**src/rtl/uwtb_pkg.sv**
```systemverilog
// Package: request and response types, size limits and UTF-8 decode helpers for the trim core.
package uwtb_pkg;

   localparam longint unsigned MAX_BYTES = 65535;
   localparam logic [15:0] LIMIT = 16'((MAX_BYTES < 65535) ? MAX_BYTES : 65535);

   typedef struct packed {
      logic [7:0] data_byte;
      logic       last;
   } req_type;

   typedef struct packed {
      logic [15:0] begin_offset;
      logic [15:0] end_offset;
      logic        too_long;
   } rsp_type;

   typedef struct packed {
      logic [2:0]  len;
      logic [20:0] bits;
   } lead_type;

   function automatic logic ws_member(input logic [20:0] cp);
      return (cp == 21'h20) || (cp >= 21'h09 && cp <= 21'h0D) ||
             (cp >= 21'h1C && cp <= 21'h1F) || (cp == 21'h85) || (cp == 21'hA0) ||
             (cp == 21'h1680) || (cp >= 21'h2000 && cp <= 21'h200A) ||
             (cp == 21'h2028) || (cp == 21'h2029) || (cp == 21'h202F) ||
             (cp == 21'h205F) || (cp == 21'h3000);
   endfunction

   function automatic lead_type lead_info(input logic [7:0] c);
      lead_type r;
      r.len  = 3'd0;
      r.bits = '0;
      if (c[7] == 1'b0) begin
         r.len  = 3'd1;
         r.bits = {13'd0, c};
      end else if ((c & 8'hE0) == 8'hC0) begin
         r.len  = 3'd2;
         r.bits = {16'd0, c[4:0]};
      end else if ((c & 8'hF0) == 8'hE0) begin
         r.len  = 3'd3;
         r.bits = {17'd0, c[3:0]};
      end else if ((c & 8'hF8) == 8'hF0) begin
         r.len  = 3'd4;
         r.bits = {18'd0, c[2:0]};
      end
      return r;
   endfunction

   function automatic logic unit_is_ws(input logic [2:0] exp_len, input logic [2:0] seen_len,
                                       input logic [20:0] cp);
      return (exp_len != 3'd0) && (seen_len == exp_len) && ws_member(cp);
   endfunction

endpackage

```
**src/rtl/utf8_whitespace_trim_bounds_core.sv**
```systemverilog
// Top level: byte-serial UTF-8 whitespace trim, reporting kept begin and end offsets.
//
//   channel  ports                          direction  carries
//   req      req_valid, req_stall, req_data in         one string byte and last mark
//   rsp      rsp_valid, rsp_stall, rsp_data out        trim bounds and too_long flag
//
// One byte is taken every cycle while req_stall is low; the decode state updates at the accepting edge.
// The bounds of a string appear on rsp in the cycle after its last byte is accepted.
// The only stall path: req_stall is high while a response is held and rsp_stall is high.
// Synchronous reset clears all decode state and the response valid.
module utf8_whitespace_trim_bounds_core (
   input  logic             clock,
   input  logic             reset,
   input  logic             req_valid,
   output logic             req_stall,
   input  uwtb_pkg::req_type req_data,
   output logic             rsp_valid,
   input  logic             rsp_stall,
   output uwtb_pkg::rsp_type rsp_data
);
   import uwtb_pkg::*;

   logic [15:0] byte_position_ff, byte_position_in;
   logic        begin_found_ff, begin_found_in;
   logic [15:0] begin_position_ff, begin_position_in;
   logic [15:0] lead_start_ff, lead_start_in;
   logic [20:0] lead_code_point_ff, lead_code_point_in;
   logic [1:0]  lead_bytes_left_ff, lead_bytes_left_in;
   logic [2:0]  unit_expected_len_ff, unit_expected_len_in;
   logic [2:0]  unit_seen_len_ff, unit_seen_len_in;
   logic [20:0] unit_code_point_ff, unit_code_point_in;
   logic [15:0] kept_end_ff, kept_end_in;
   logic        overflowed_ff, overflowed_in;
   logic        rsp_valid_ff, rsp_valid_in;
   rsp_type     rsp_data_ff, rsp_data_in;

   logic        req_accept;
   logic [7:0]  c;
   logic        cont;
   logic [15:0] idx, nxt;
   lead_type    lead_li, unit_li;
   logic [15:0] kept_final, b_off;

   assign req_stall  = rsp_valid_ff && rsp_stall;
   assign req_accept = req_valid && !req_stall;
   assign rsp_valid  = rsp_valid_ff;
   assign rsp_data   = rsp_data_ff;

   assign c    = req_data.data_byte;
   assign cont = (c & 8'hC0) == 8'h80;
   assign idx  = byte_position_ff;
   assign nxt  = (byte_position_ff == LIMIT) ? LIMIT : byte_position_ff + 16'd1;

   always_comb begin
      overflowed_in      = overflowed_ff || (byte_position_ff == LIMIT);
      byte_position_in   = nxt;
      begin_found_in     = begin_found_ff;
      begin_position_in  = begin_position_ff;
      lead_start_in      = lead_start_ff;
      lead_code_point_in = lead_code_point_ff;
      lead_bytes_left_in = lead_bytes_left_ff;
      lead_li            = lead_info(c);
      unit_li            = lead_li;

      if (!begin_found_ff) begin
         if (lead_bytes_left_ff == 2'd0) begin
            lead_start_in = idx;
            if (lead_li.len == 3'd0 || (lead_li.len == 3'd1 && !ws_member(lead_li.bits))) begin
               begin_found_in    = 1'b1;
               begin_position_in = idx;
            end else if (lead_li.len > 3'd1) begin
               lead_code_point_in = lead_li.bits;
               lead_bytes_left_in = 2'(lead_li.len - 3'd1);
            end
         end else if (!cont) begin
            begin_found_in    = 1'b1;
            begin_position_in = lead_start_ff;
         end else begin
            lead_code_point_in = {lead_code_point_ff[14:0], c[5:0]};
            lead_bytes_left_in = lead_bytes_left_ff - 2'd1;
            if (lead_bytes_left_in == 2'd0 && !ws_member(lead_code_point_in)) begin
               begin_found_in    = 1'b1;
               begin_position_in = lead_start_ff;
            end
         end
      end

      unit_expected_len_in = unit_expected_len_ff;
      unit_seen_len_in     = unit_seen_len_ff;
      unit_code_point_in   = unit_code_point_ff;
      kept_end_in          = kept_end_ff;
      if (cont && unit_seen_len_ff != 3'd0) begin
         if (unit_seen_len_ff < unit_expected_len_ff) begin
            unit_code_point_in = {unit_code_point_ff[14:0], c[5:0]};
         end
         if (unit_seen_len_ff < 3'd7) begin
            unit_seen_len_in = unit_seen_len_ff + 3'd1;
         end
      end else begin
         if (unit_seen_len_ff != 3'd0 &&
             !unit_is_ws(unit_expected_len_ff, unit_seen_len_ff, unit_code_point_ff)) begin
            kept_end_in = idx;
         end
         unit_expected_len_in = unit_li.len;
         unit_code_point_in   = unit_li.bits;
         unit_seen_len_in     = 3'd1;
      end

      kept_final = unit_is_ws(unit_expected_len_in, unit_seen_len_in, unit_code_point_in) ?
                   kept_end_in : nxt;
      if (begin_found_in) begin
         b_off = begin_position_in;
      end else begin
         b_off = (lead_bytes_left_in != 2'd0) ? lead_start_in : nxt;
      end
      rsp_data_in.begin_offset = b_off;
      rsp_data_in.end_offset   = (kept_final > b_off) ? kept_final : b_off;
      rsp_data_in.too_long     = overflowed_in;

      rsp_valid_in = rsp_valid_ff && rsp_stall;
      if (req_accept && req_data.last) begin
         rsp_valid_in = 1'b1;
      end
   end

   always_ff @(posedge clock) begin
      if (reset) begin
         byte_position_ff     <= '0;
         begin_found_ff       <= 1'b0;
         begin_position_ff    <= '0;
         lead_start_ff        <= '0;
         lead_code_point_ff   <= '0;
         lead_bytes_left_ff   <= '0;
         unit_expected_len_ff <= '0;
         unit_seen_len_ff     <= '0;
         unit_code_point_ff   <= '0;
         kept_end_ff          <= '0;
         overflowed_ff        <= 1'b0;
         rsp_valid_ff         <= 1'b0;
      end else begin
         rsp_valid_ff <= rsp_valid_in;
         if (req_accept) begin
            if (req_data.last) begin
               byte_position_ff     <= '0;
               begin_found_ff       <= 1'b0;
               begin_position_ff    <= '0;
               lead_start_ff        <= '0;
               lead_code_point_ff   <= '0;
               lead_bytes_left_ff   <= '0;
               unit_expected_len_ff <= '0;
               unit_seen_len_ff     <= '0;
               unit_code_point_ff   <= '0;
               kept_end_ff          <= '0;
               overflowed_ff        <= 1'b0;
            end else begin
               byte_position_ff     <= byte_position_in;
               begin_found_ff       <= begin_found_in;
               begin_position_ff    <= begin_position_in;
               lead_start_ff        <= lead_start_in;
               lead_code_point_ff   <= lead_code_point_in;
               lead_bytes_left_ff   <= lead_bytes_left_in;
               unit_expected_len_ff <= unit_expected_len_in;
               unit_seen_len_ff     <= unit_seen_len_in;
               unit_code_point_ff   <= unit_code_point_in;
               kept_end_ff          <= kept_end_in;
               overflowed_ff        <= overflowed_in;
            end
         end
      end
   end

   always_ff @(posedge clock) begin
      if (req_accept && req_data.last) begin
         rsp_data_ff <= rsp_data_in;
      end
   end

`ifndef SYNTHESIS
   a_end_not_below_begin: assert property (@(posedge clock) disable iff (reset)
      rsp_valid_ff |-> (rsp_data_ff.end_offset >= rsp_data_ff.begin_offset))
      else $error("end offset below begin offset");

   a_state_cleared_after_last: assert property (@(posedge clock) disable iff (reset)
      (req_accept && req_data.last) |=> (byte_position_ff == 16'd0 && unit_seen_len_ff == 3'd0))
      else $error("decode state not cleared after last byte");

   a_unit_open_once_started: assert property (@(posedge clock) disable iff (reset)
      (byte_position_ff != 16'd0) |-> (unit_seen_len_ff != 3'd0))
      else $error("no open unit after bytes were taken");

   a_stall_only_on_held_rsp: assert property (@(posedge clock) disable iff (reset)
      !rsp_valid_ff |-> !req_stall)
      else $error("request stalled with no response held");

   a_rsp_after_last: assert property (@(posedge clock) disable iff (reset)
      (req_accept && req_data.last) |=> rsp_valid_ff)
      else $error("no response after last byte");
`endif

endmodule
```
**config.mk**
```make
export PLATFORM = sky130hd
export DESIGN_NAME = utf8_whitespace_trim_bounds_core
export DESIGN_NICKNAME = d
export VERILOG_FILES = /design/src/rtl/uwtb_pkg.sv /design/src/rtl/utf8_whitespace_trim_bounds_core.sv
export SDC_FILE = /design/constraint.sdc
export NUM_CORES = 1
export LEC_CHECK = 0
export BUFFER_PORTS_ARGS = -buffer_cell sky130_fd_sc_hd__buf_2
export CAP_MARGIN = 20
export CORE_MARGIN = 2
export CORE_UTILIZATION = 40
export DETAILED_ROUTE_END_ITERATION = 7
export GPL_TIMING_DRIVEN = 1
export PLACE_DENSITY = 0.63
export SLEW_MARGIN = 20
export SYNTH_ARGS = -nofsm -noshare
export SYNTH_HDL_FRONTEND = slang
export SYNTH_SLANG_ARGS = --single-unit
```
**constraint.sdc**
```tcl
create_clock -name clock -period 5.9 [get_ports clock]
set_clock_uncertainty 0.15 [all_clocks]
set_input_delay 0.59 -clock clock [delete_from_list [all_inputs] [get_ports clock]]
set_output_delay 0.59 -clock clock [all_outputs]
set_load 0.02 [all_outputs]
```
==> impl_results.html, run 1 <==
<table>
<tr><th>Metric</th><th>Value</th></tr>
<tr><th colspan="2">Clock network</th></tr>
<tr><td>Clock-pin slew of the registers on the worst-case setup and hold paths</td><td>about 0.07 ns</td></tr>
<tr><td>Latest clock arrival within the worst-skew pair</td><td>roughly 0.43 ns</td></tr>
<tr><td>Maximum root-to-sink buffer count</td><td>2</td></tr>
<tr><td>CTS Buf Count</td><td>17</td></tr>
<tr><td>Count of H-tree levels built during CTS</td><td>4</td></tr>
<tr><td>CTS tree</td><td>yes</td></tr>
<tr><td>Clock root buffer</td><td>clkbuf_16</td></tr>
<tr><td>Number of clock sinks</td><td>about 140</td></tr>
<tr><th colspan="2">Floorplan</th></tr>
<tr><td>Number of top-level design ports</td><td>48</td></tr>
<tr><td>Chip width</td><td>approximately 160 um</td></tr>
<tr><td>Core Area</td><td>between 0.02 and 0.025 sq mm</td></tr>
<tr><td>Starting utilization of the core area</td><td>0.408</td></tr>
<tr><td>Die Span Y</td><td>~160 um</td></tr>
<tr><td>Site row count</td><td>55</td></tr>
<tr><td>Area of the die</td><td>~0.024 sq mm</td></tr>
<tr><th colspan="2">Worst hold path</th></tr>
<tr><td>Class of the tightest hold or removal check</td><td>flip-flop to flip-flop</td></tr>
<tr><th colspan="2">Synthesis</th></tr>
<tr><td>Share of synthesized area spent on multiplexers</td><td>0.0728</td></tr>
<tr><td>Leading register cell type out of synthesis</td><td>dfxtp_1</td></tr>
<tr><td>Number of synthesized register bits</td><td>between 100 and 150</td></tr>
<tr><td>Complex-gate fraction of the synthesized area</td><td>0.256</td></tr>
<tr><td>Summed instance area of the synthesized netlist</td><td>~0.0092 sq mm</td></tr>
<tr><td>Distinct cell type count of the synthesized netlist</td><td>84</td></tr>
<tr><td>Synth Net Count</td><td>around 1,200</td></tr>
<tr><td>Post-synthesis instance total</td><td>between 1,000 and 1,500</td></tr>
<tr><td>Adder-cell share of the synthesized area</td><td>0.0325</td></tr>
<tr><td>Number of warnings reported in the yosys synthesis log</td><td>0</td></tr>
<tr><td>Xor/xnor share of the synthesized area</td><td>0.00664</td></tr>
<tr><td>Sequential element share of the synthesized area</td><td>0.348</td></tr>
<tr><td>Number of synthesized flops with an enable pin</td><td>33</td></tr>
<tr><td>Proportion of synthesized flip-flops having asynchronous set or reset</td><td>0</td></tr>
<tr><td>Post-Synth Simple-Gate Area</td><td>0.223</td></tr>
<tr><td>Avg Cell Area, Syn</td><td>8.11 sq um</td></tr>
<tr><td>Dominant combinational cell family by area after synthesis</td><td>compound AO/OA/AOI/OAI gates</td></tr>
<tr><th colspan="2">Drt</th></tr>
<tr><td>DR DRC count</td><td>0</td></tr>
<tr><td>DR vias</td><td>slightly above 9,000</td></tr>
<tr><td>Ratio of routed vias to standard cells</td><td>6.18</td></tr>
<tr><td>Detailed Route WL</td><td>approximately 29,000 um</td></tr>
<tr><td>Initial DRT Pass Iterations</td><td>5</td></tr>
<tr><td>Final routed wire length divided by cell count</td><td>19.6 um</td></tr>
<tr><td>Number of nets still failing antenna checks after routing</td><td>0</td></tr>
<tr><td>Starting DRT DRC Count</td><td>between 1,000 and 1,500</td></tr>
<tr><th colspan="2">Layout</th></tr>
<tr><td>Proportion of layout cells with a drive suffix above 1</td><td>0.188</td></tr>
<tr><td>Final core utilization</td><td>0.475</td></tr>
<tr><td>Most common cell after layout, fill and taps aside</td><td>nor2_1</td></tr>
<tr><td>Antenna Diode Count</td><td>0</td></tr>
<tr><td>Total non-filler cell area in the finished layout</td><td>roughly 0.011 sq mm</td></tr>
<tr><td>Post-layout net count</td><td>approximately 1,200</td></tr>
<tr><td>Final Non-Filler Cells</td><td>around 1,500</td></tr>
<tr><td>Leading cell types in the layout, fill and taps excluded</td><td>nor2_1, dfxtp_1, a21oi_1</td></tr>
<tr><td>Area growth from synthesis to layout</td><td>16.5%</td></tr>
<tr><th colspan="2">Timing</th></tr>
<tr><td>Worst path setup slack after routing</td><td>roughly 0.3 ns</td></tr>
<tr><td>Normalized max-slew margin</td><td>0.515</td></tr>
<tr><td>Period minus WS final</td><td>about 5.6 ns</td></tr>
<tr><td>Worst-margin pin slew</td><td>about 0.72 ns</td></tr>
<tr><td>Total count of max-transition violations in the final report</td><td>0</td></tr>
<tr><td>Tcrit/Tclk final</td><td>0.948</td></tr>
<tr><td>Worst hold slack</td><td>0.306 ns</td></tr>
<tr><td>Final Hold Violating Endpoints</td><td>0</td></tr>
<tr><td>Total of endpoints with negative setup slack in the final report</td><td>0</td></tr>
<tr><td>Maximum frequency from static timing analysis</td><td>around 0.18 GHz</td></tr>
<tr><td>RSZ-0062 raised after global routing</td><td>no</td></tr>
<tr><th colspan="2">Place</th></tr>
<tr><td>Dpl hpwl</td><td>between 20,000 and 25,000 um</td></tr>
<tr><td>Input/output buffers</td><td>47</td></tr>
<tr><td>Setup WS pre-CTS</td><td>-0.0466 ns</td></tr>
<tr><td># placed instances</td><td>around 1,500</td></tr>
<tr><td>Instance area at placement</td><td>between 0.01 and 0.015 sq mm</td></tr>
<tr><td>Routability Congestion</td><td>a little under 1</td></tr>
<tr><th colspan="2">Worst setup path</th></tr>
<tr><td>Critical path launch point type</td><td>flip-flop</td></tr>
<tr><td>Class of the most critical setup path</td><td>flip-flop to flip-flop</td></tr>
<tr><td>Arrival time reported for the critical path endpoint</td><td>between 5 and 6 ns</td></tr>
<tr><td>Worst EP required</td><td>approximately 6 ns</td></tr>
<tr><td>Highest fanout seen on the critical path</td><td>6</td></tr>
<tr><td>R2r setup slk</td><td>~0.30 ns</td></tr>
<tr><td>CP Capture Type</td><td>flip-flop</td></tr>
<tr><th colspan="2">GRT</th></tr>
<tr><td>Largest net degree at the start of global routing</td><td>62</td></tr>
<tr><td>Vias in the first global route</td><td>between 8,000 and 9,000</td></tr>
<tr><td>Global Route Usage Sum</td><td>0.242</td></tr>
<tr><td>Wire length of the first global-routing pass</td><td>between 40,000 and 50,000 um</td></tr>
<tr><td>Number of antenna violations at the first check in global routing</td><td>0</td></tr>
<tr><td>Total congestion overflow</td><td>0</td></tr>
<tr><th colspan="2">Pwr</th></tr>
<tr><td>Leakage dissipation</td><td>~4.2 nW</td></tr>
<tr><td>Peak VDD IR</td><td>roughly 0.14 mV</td></tr>
<tr><td>Power density relative to cell area</td><td>between 200 and 300 mW/mm^2</td></tr>
<tr><th colspan="2">Run</th></tr>
<tr><td>Number of maximum-capacitance violations</td><td>0</td></tr>
<tr><th colspan="2">Run status</th></tr>
<tr><td>Status</td><td>complete, no violations</td></tr>
</table>
[layout make-up]
class / count / area [sq um]
clock buffer: 17 / 425
clock inverter: 15 / 169
fill: 2202 / 11900
inverter: 44 / 165
multi-input combinational: 857 / 5570
sequential: 144 / 3210
tap: 285 / 357
timing repair buffer: 130 / 861
[sequential cells by signal, summed over array words and instances (netlist names)]
register	flops
unit_code_point_ff	21
unit_expected_len_ff	3
rsp_valid	1
byte_position_ff	16
overflowed_ff	1
kept_end_ff	16
begin_position_ff	16
unit_seen_len_ff	3
lead_code_point_ff	15
begin_found_ff	1
lead_bytes_left_ff	2
lead_start_ff	16
rsp_data	33
[where the power goes]
group	leakage (nW)	internal [mW]	total [mW]	switching, mW
clock network	0.283	0.568	1.08	0.511
logic	2.67	0.246	0.648	0.401
registers	1.21	1.05	1.07	0.0178
[routing by layer]
layer / track usage / vias to the layer above / part of all wire
met5: 0 / - / 0
met4: 0.0756 / 0 / 0.021
met3: 0.0500 / 57 / 0.074
met2: 0.391 / 419 / 0.47
met1: 0.326 / 4372 / 0.44
li1: - / 4366 / -
[Yosys cell counts, types with 7 or more instances]
cell type	instances	area, sq um
a211oi_1	10	75.1
a21o_1	8	60.1
a21oi_1	88	440
a22oi_1	64	480
a31oi_1	8	50.1
and2_1	10	62.6
and3_1	9	56.3
buf_2	13	65.1
clkbuf_1	73	274
dfxtp_1	111	2220
edfxtp_1	33	991
ha_1	24	300
inv_1	44	165
mux2_2	17	191
mux2i_1	48	480
nand2_1	63	236
nand2b_1	8	50.1
nand3_1	48	240
nand4_1	18	113
nor2_1	171	642
nor2b_1	12	75.1
nor3_1	33	165
nor4_1	18	113
o211ai_1	9	67.6
o21a_1	7	52.6
o21ai_0	31	155
o221a_2	9	101
o22ai_1	13	81.3
o311ai_1	8	70.1
o31ai_1	7	52.6
[cell families (layout without fill, tap and decap cells)]
logic type | Yosys count | count (layout)
flip-flops | 144 | 144
multiplexers | 65 | 65
buffers and inverters | 138 | 206
XOR/XNOR | 7 | 7
AO/OA/AOI/OAI | 334 | 334
adder cells (fa/ha/maj) | 24 | 24
AND/OR/NAND/NOR | 427 | 427
[critical path, stage by stage, from the launching register on]
cell and delay (ns):
dfxtp_1 0.36, inv_1 0.07, ha_2 0.38, and3b_2 0.27, nor2_4 0.07, a221o_1 0.41, buf_4 0.18, nor4_1 0.31
nand4_1 0.14, o31a_1 0.17, a21oi_1 0.25, o211ai_1 0.21, a21oi_1 0.28, nor3b_1 0.09, ha_1 0.31, nand3_1 0.11
o22ai_1 0.08, o21a_1 0.17, o21a_1 0.16, o21a_1 0.16, o21a_1 0.16, o21a_1 0.17, o21ai_0 0.15, buf_4 0.18
mux2_2 0.35
[metrics by stage]
stage | TNS [ns] | total power, mW
floorplan | 0 | 1.53
global placement | 0 | 1.72
detailed placement | -0.178 | 1.72
CTS | 0 | 2.80
global route | 0 | 2.91
finish | 0 | 2.80
[what timing repair did]
action | CTS | global route
resized for setup | 1 | 19
endpoints found under the setup margin | 9 | 16
buffers inserted | 0 | 3
hold buffers | 0 | 0
pin swaps | 0 | 3
[final timing paths]
path,start,end,depth (start not counted)
max,unit_expected_len_ff[2],rsp_data[2],24
max reg2reg,unit_expected_len_ff[2],rsp_data[2],24
min,lead_code_point_ff[10],lead_code_point_ff[10],2
min reg2reg,lead_code_point_ff[10],lead_code_point_ff[10],2
No activity file was read; power rests on OpenSTA's default activity.
==> run 2, diff against run 1 <==
- CORE_MARGIN: 2 -> unset
- CTS_BUF_LIST: unset -> sky130_fd_sc_hd__clkbuf_4
==> impl_results.html, run 2 (synthesized netlist as in run 1, its figures left out) <==
<table>
<tr><th>Metric</th><th>Value</th></tr>
<tr><th colspan="2">Run status</th></tr>
<tr><td>Status</td><td>complete, no violations (unchanged)</td></tr>
<tr><th colspan="2">Clock network</th></tr>
<tr><td>CTS tree</td><td>yes (unchanged)</td></tr>
<tr><td>CTS Buf Count</td><td>17 (unchanged)</td></tr>
<tr><td>Count of H-tree levels built during CTS</td><td>4 (unchanged)</td></tr>
<tr><td>Maximum root-to-sink buffer count</td><td>2 (unchanged)</td></tr>
<tr><td>Number of clock sinks</td><td>144 (unchanged)</td></tr>
<tr><td>Clock root buffer</td><td>clkbuf_4 (was clkbuf_16)</td></tr>
<tr><td>Clock-pin slew of the registers on the worst-case setup and hold paths</td><td>0.16 ns (was 0.07 ns)</td></tr>
<tr><td>Latest clock arrival within the worst-skew pair</td><td>0.58 ns (was 0.43 ns)</td></tr>
<tr><td>Hold-fix buffer count after cts</td><td>0 (unchanged)</td></tr>
<tr><th colspan="2">Layout</th></tr>
<tr><td>Most common cell after layout, fill and taps aside</td><td>nor2_1 (unchanged)</td></tr>
<tr><td>Leading cell types in the layout, fill and taps excluded</td><td>nor2_1, dfxtp_1, a21oi_1 (unchanged)</td></tr>
<tr><td>Area growth from synthesis to layout</td><td>13.1% (was 16.5%)</td></tr>
<tr><td>Post-layout net count</td><td>1,228 (was 1,231)</td></tr>
<tr><td>Proportion of layout cells with a drive suffix above 1</td><td>0.189 (was 0.188)</td></tr>
<tr><td>Number of fillers in the final layout</td><td>2,237 (was 2,202)</td></tr>
<tr><td>Total non-filler cell area in the finished layout</td><td>0.0104 sq mm (was 0.0108 sq mm)</td></tr>
<tr><td>Register Area</td><td>0.00322 sq mm (was 0.00321 sq mm)</td></tr>
<tr><td>Footprint of the multi-input gates</td><td>0.00557 sq mm (about the same)</td></tr>
<tr><td>Flip-flop count of the largest register after layout</td><td>33 (unchanged)</td></tr>
<tr><td>Final core utilization</td><td>0.461 (was 0.475)</td></tr>
<tr><th colspan="2">Timing</th></tr>
<tr><td>Total of endpoints with negative setup slack in the final report</td><td>0 (unchanged)</td></tr>
<tr><td>RSZ-0062 raised after global routing</td><td>no (unchanged)</td></tr>
<tr><td>Worst-margin pin slew</td><td>1.13 ns (was 0.722 ns)</td></tr>
<tr><td>Final total negative setup slack</td><td>0 ns (unchanged)</td></tr>
<tr><td>Total count of max-transition violations in the final report</td><td>0 (unchanged)</td></tr>
<tr><td>Normalized max-slew margin</td><td>0.244 (was 0.515)</td></tr>
<tr><td>Maximum frequency from static timing analysis</td><td>0.178 GHz (was 0.179 GHz)</td></tr>
<tr><td>Tcrit/Tclk final</td><td>0.954 (was 0.948)</td></tr>
<tr><td>Period minus WS final</td><td>5.63 ns (was 5.60 ns)</td></tr>
<tr><td>Final Hold Violating Endpoints</td><td>0 (unchanged)</td></tr>
<tr><th colspan="2">Place</th></tr>
<tr><td>Instance area at placement</td><td>0.0100 sq mm (about the same)</td></tr>
<tr><td>Dpl hpwl</td><td>20,300 um (was 21,000 um)</td></tr>
<tr><td>Routability Congestion</td><td>1.02 (was 0.966)</td></tr>
<tr><td>Input/output buffers</td><td>47 (unchanged)</td></tr>
<tr><th colspan="2">Run</th></tr>
<tr><td>Number of maximum-capacitance violations</td><td>0 (unchanged)</td></tr>
<tr><th colspan="2">GRT</th></tr>
<tr><td>Global Route Usage Sum</td><td>0.239 (was 0.242)</td></tr>
<tr><td>Largest net degree at the start of global routing</td><td>62 (unchanged)</td></tr>
<tr><td>Wire length of the first global-routing pass</td><td>45,000 um (was 46,700 um)</td></tr>
<tr><td>Vias in the first global route</td><td>8,336 (was 8,536)</td></tr>
<tr><td>Number of antenna violations at the first check in global routing</td><td>1 (was 0)</td></tr>
<tr><td>Total congestion overflow</td><td>0 (unchanged)</td></tr>
<tr><th colspan="2">Floorplan</th></tr>
<tr><td>Number of top-level design ports</td><td>48 (unchanged)</td></tr>
<tr><td>Die Span Y</td><td>154 um (was 156 um)</td></tr>
<tr><td>Area of the die</td><td>0.0237 sq mm (was 0.0243 sq mm)</td></tr>
<tr><td>Starting utilization of the core area</td><td>0.408 (unchanged)</td></tr>
<tr><td>Core Area</td><td>0.0226 sq mm (unchanged)</td></tr>
<tr><td>Chip width</td><td>154 um (was 156 um)</td></tr>
<tr><td>Site row count</td><td>55 (unchanged)</td></tr>
<tr><th colspan="2">Worst setup path</th></tr>
<tr><td>Class of the most critical setup path</td><td>flip-flop to flip-flop (unchanged)</td></tr>
<tr><td>FF-to-FF Start</td><td>unit_expected_len_ff[2] (unchanged)</td></tr>
<tr><td>Arrival time reported for the critical path endpoint</td><td>5.84 ns (was 5.62 ns)</td></tr>
<tr><td>Worst R2R End</td><td>rsp_data[16] (was rsp_data[2])</td></tr>
<tr><td>CP Capture Type</td><td>flip-flop (unchanged)</td></tr>
<tr><td>Highest fanout seen on the critical path</td><td>10 (was 6)</td></tr>
<tr><td>Logic depth of the worst register-to-register path</td><td>24 (unchanged)</td></tr>
<tr><td>Worst EP required</td><td>6.11 ns (was 5.93 ns)</td></tr>
<tr><td>R2r setup slk</td><td>0.27 ns (was 0.30 ns)</td></tr>
<tr><td>Critical path launch point type</td><td>flip-flop (unchanged)</td></tr>
<tr><th colspan="2">Worst hold path</th></tr>
<tr><td>Min-Delay Startpoint</td><td>rsp_stall (was lead_code_point_ff[10])</td></tr>
<tr><td>Class of the tightest hold or removal check</td><td>input port to flip-flop (was flip-flop to flip-flop)</td></tr>
<tr><td>Min-Delay Endpoint</td><td>rsp_valid (was lead_code_point_ff[10])</td></tr>
<tr><td>Hold path depth</td><td>3 (was 2)</td></tr>
<tr><th colspan="2">Drt</th></tr>
<tr><td>Final routed wire length divided by cell count</td><td>19.1 um (was 19.6 um)</td></tr>
<tr><td>DR DRC count</td><td>0 (unchanged)</td></tr>
<tr><td>Ratio of routed vias to standard cells</td><td>6.15 (was 6.18)</td></tr>
<tr><td>Number of nets still failing antenna checks after routing</td><td>0 (unchanged)</td></tr>
<tr><td>Starting DRT DRC Count</td><td>888 (was 1,128)</td></tr>
<tr><td>DR vias</td><td>9,157 (was 9,214)</td></tr>
<tr><td>Initial DRT Pass Iterations</td><td>5 (unchanged)</td></tr>
<tr><td>Detailed Route WL</td><td>28,400 um (was 29,300 um)</td></tr>
<tr><th colspan="2">Pwr</th></tr>
<tr><td>Power density relative to cell area</td><td>227 mW/mm^2 (was 260 mW/mm^2)</td></tr>
<tr><td>Leakage dissipation</td><td>4.03 nW (was 4.16 nW)</td></tr>
<tr><td>Peak VDD IR</td><td>0.0925 mV (was 0.142 mV)</td></tr>
<tr><td>Post-layout total power</td><td>2.37 mW (was 2.80 mW)</td></tr>
</table>
==> run 2: cell types whose count changed in the layout (fill, tap and decap cells not counted), sizes merged <==
cell and delta:
clkinv -2, diode +1, clkinvlp +1, inv +1, buf -3
==> run 2: area by class of cell <==
cell class | instances | share of cell area
Clock inverter | 15 | 0.0161
Inverter | 44 | 0.0158
Clock buffer | 17 | 0.0122
Antenna cell | 1 | 0.000240
Sequential cell | 144 | 0.308
Multi-Input combinational cell | 857 | 0.533
Timing Repair Buffer | 127 | 0.0803
Tap cell | 285 | 0.0342
==> run 2: worst max-delay path by stage <==
| stage | cells after the start | endpoint | slack, ns | from |
|---|---|---|---|---|
| floorplan | 24 | rsp_data[12] | 0.34 | unit_expected_len_ff[2] |
| global placement | 23 | rsp_data[12] | 0.17 | req_data[8] |
| detailed placement | 24 | rsp_data[16] | 0.1 | unit_expected_len_ff[2] |
| CTS | 24 | rsp_data[16] | 0.11 | unit_expected_len_ff[2] |
| global route | 25 | rsp_data[9] | 0.005 | unit_expected_len_ff[2] |
| finish | 24 | rsp_data[16] | 0.27 | unit_expected_len_ff[2] |
==> run 2: per-layer routing <==
layer / global-route usage / wire (um) / up-vias
li1: - / - / 4355
met1: 0.326 / 12600 / 4308
met2: 0.376 / 12700 / 417
met3: 0.0434 / 2190 / 77
met4: 0.0857 / 932 / 0
met5: 0 / 0 / -
==> run 2: per-stage QoR <==
| step | worst slack, ns | hold WS (ns) | std cells |
|---|---|---|---|
| after global routing | 0.00458 | 0.190 | 1490 |
| after detailed placement | 0.0994 | 0.297 | 1453 |
| after CTS | 0.109 | 0.144 | 1485 |
| after global placement | 0.170 | 0.289 | 1453 |
| after floorplan | 0.337 | 0.282 | 1139 |
| final | 0.271 | 0.173 | 1490 |
==> run 2: timing repair <==
action                     4_1_cts  5_1_grt
buffers inserted                 0        4
gates resized for setup          0       23
setup endpoints to repair        0       16
==> run 2: worst max-delay path: stages (launching register included) <==
cell and delay, ns:
dfxtp_2 0.37, inv_1 0.06, ha_2 0.40, and3b_2 0.29, nor2_4 0.06, buf_4 0.17
o211ai_1 0.32, or4b_4 0.52, a211oi_4 0.20, a211oi_4 0.10, buf_4 0.18, nor4_1 0.25
a21oi_1 0.15, nor3b_2 0.18, ha_1 0.31, nand3_1 0.11, o22ai_1 0.08, o21a_1 0.17
o21a_1 0.17, o21a_1 0.16, o21a_1 0.16, o21a_1 0.18, o21ai_1 0.18, buf_4 0.16
mux2_2 0.32
==> run 2: report_power, final <==
group,total [mW],leakage [nW],switching (mW),internal [mW]
Clock,0.646,0.149,0.450,0.196
Sequential,1.07,1.21,0.0188,1.05
Combinational,0.653,2.66,0.398,0.255
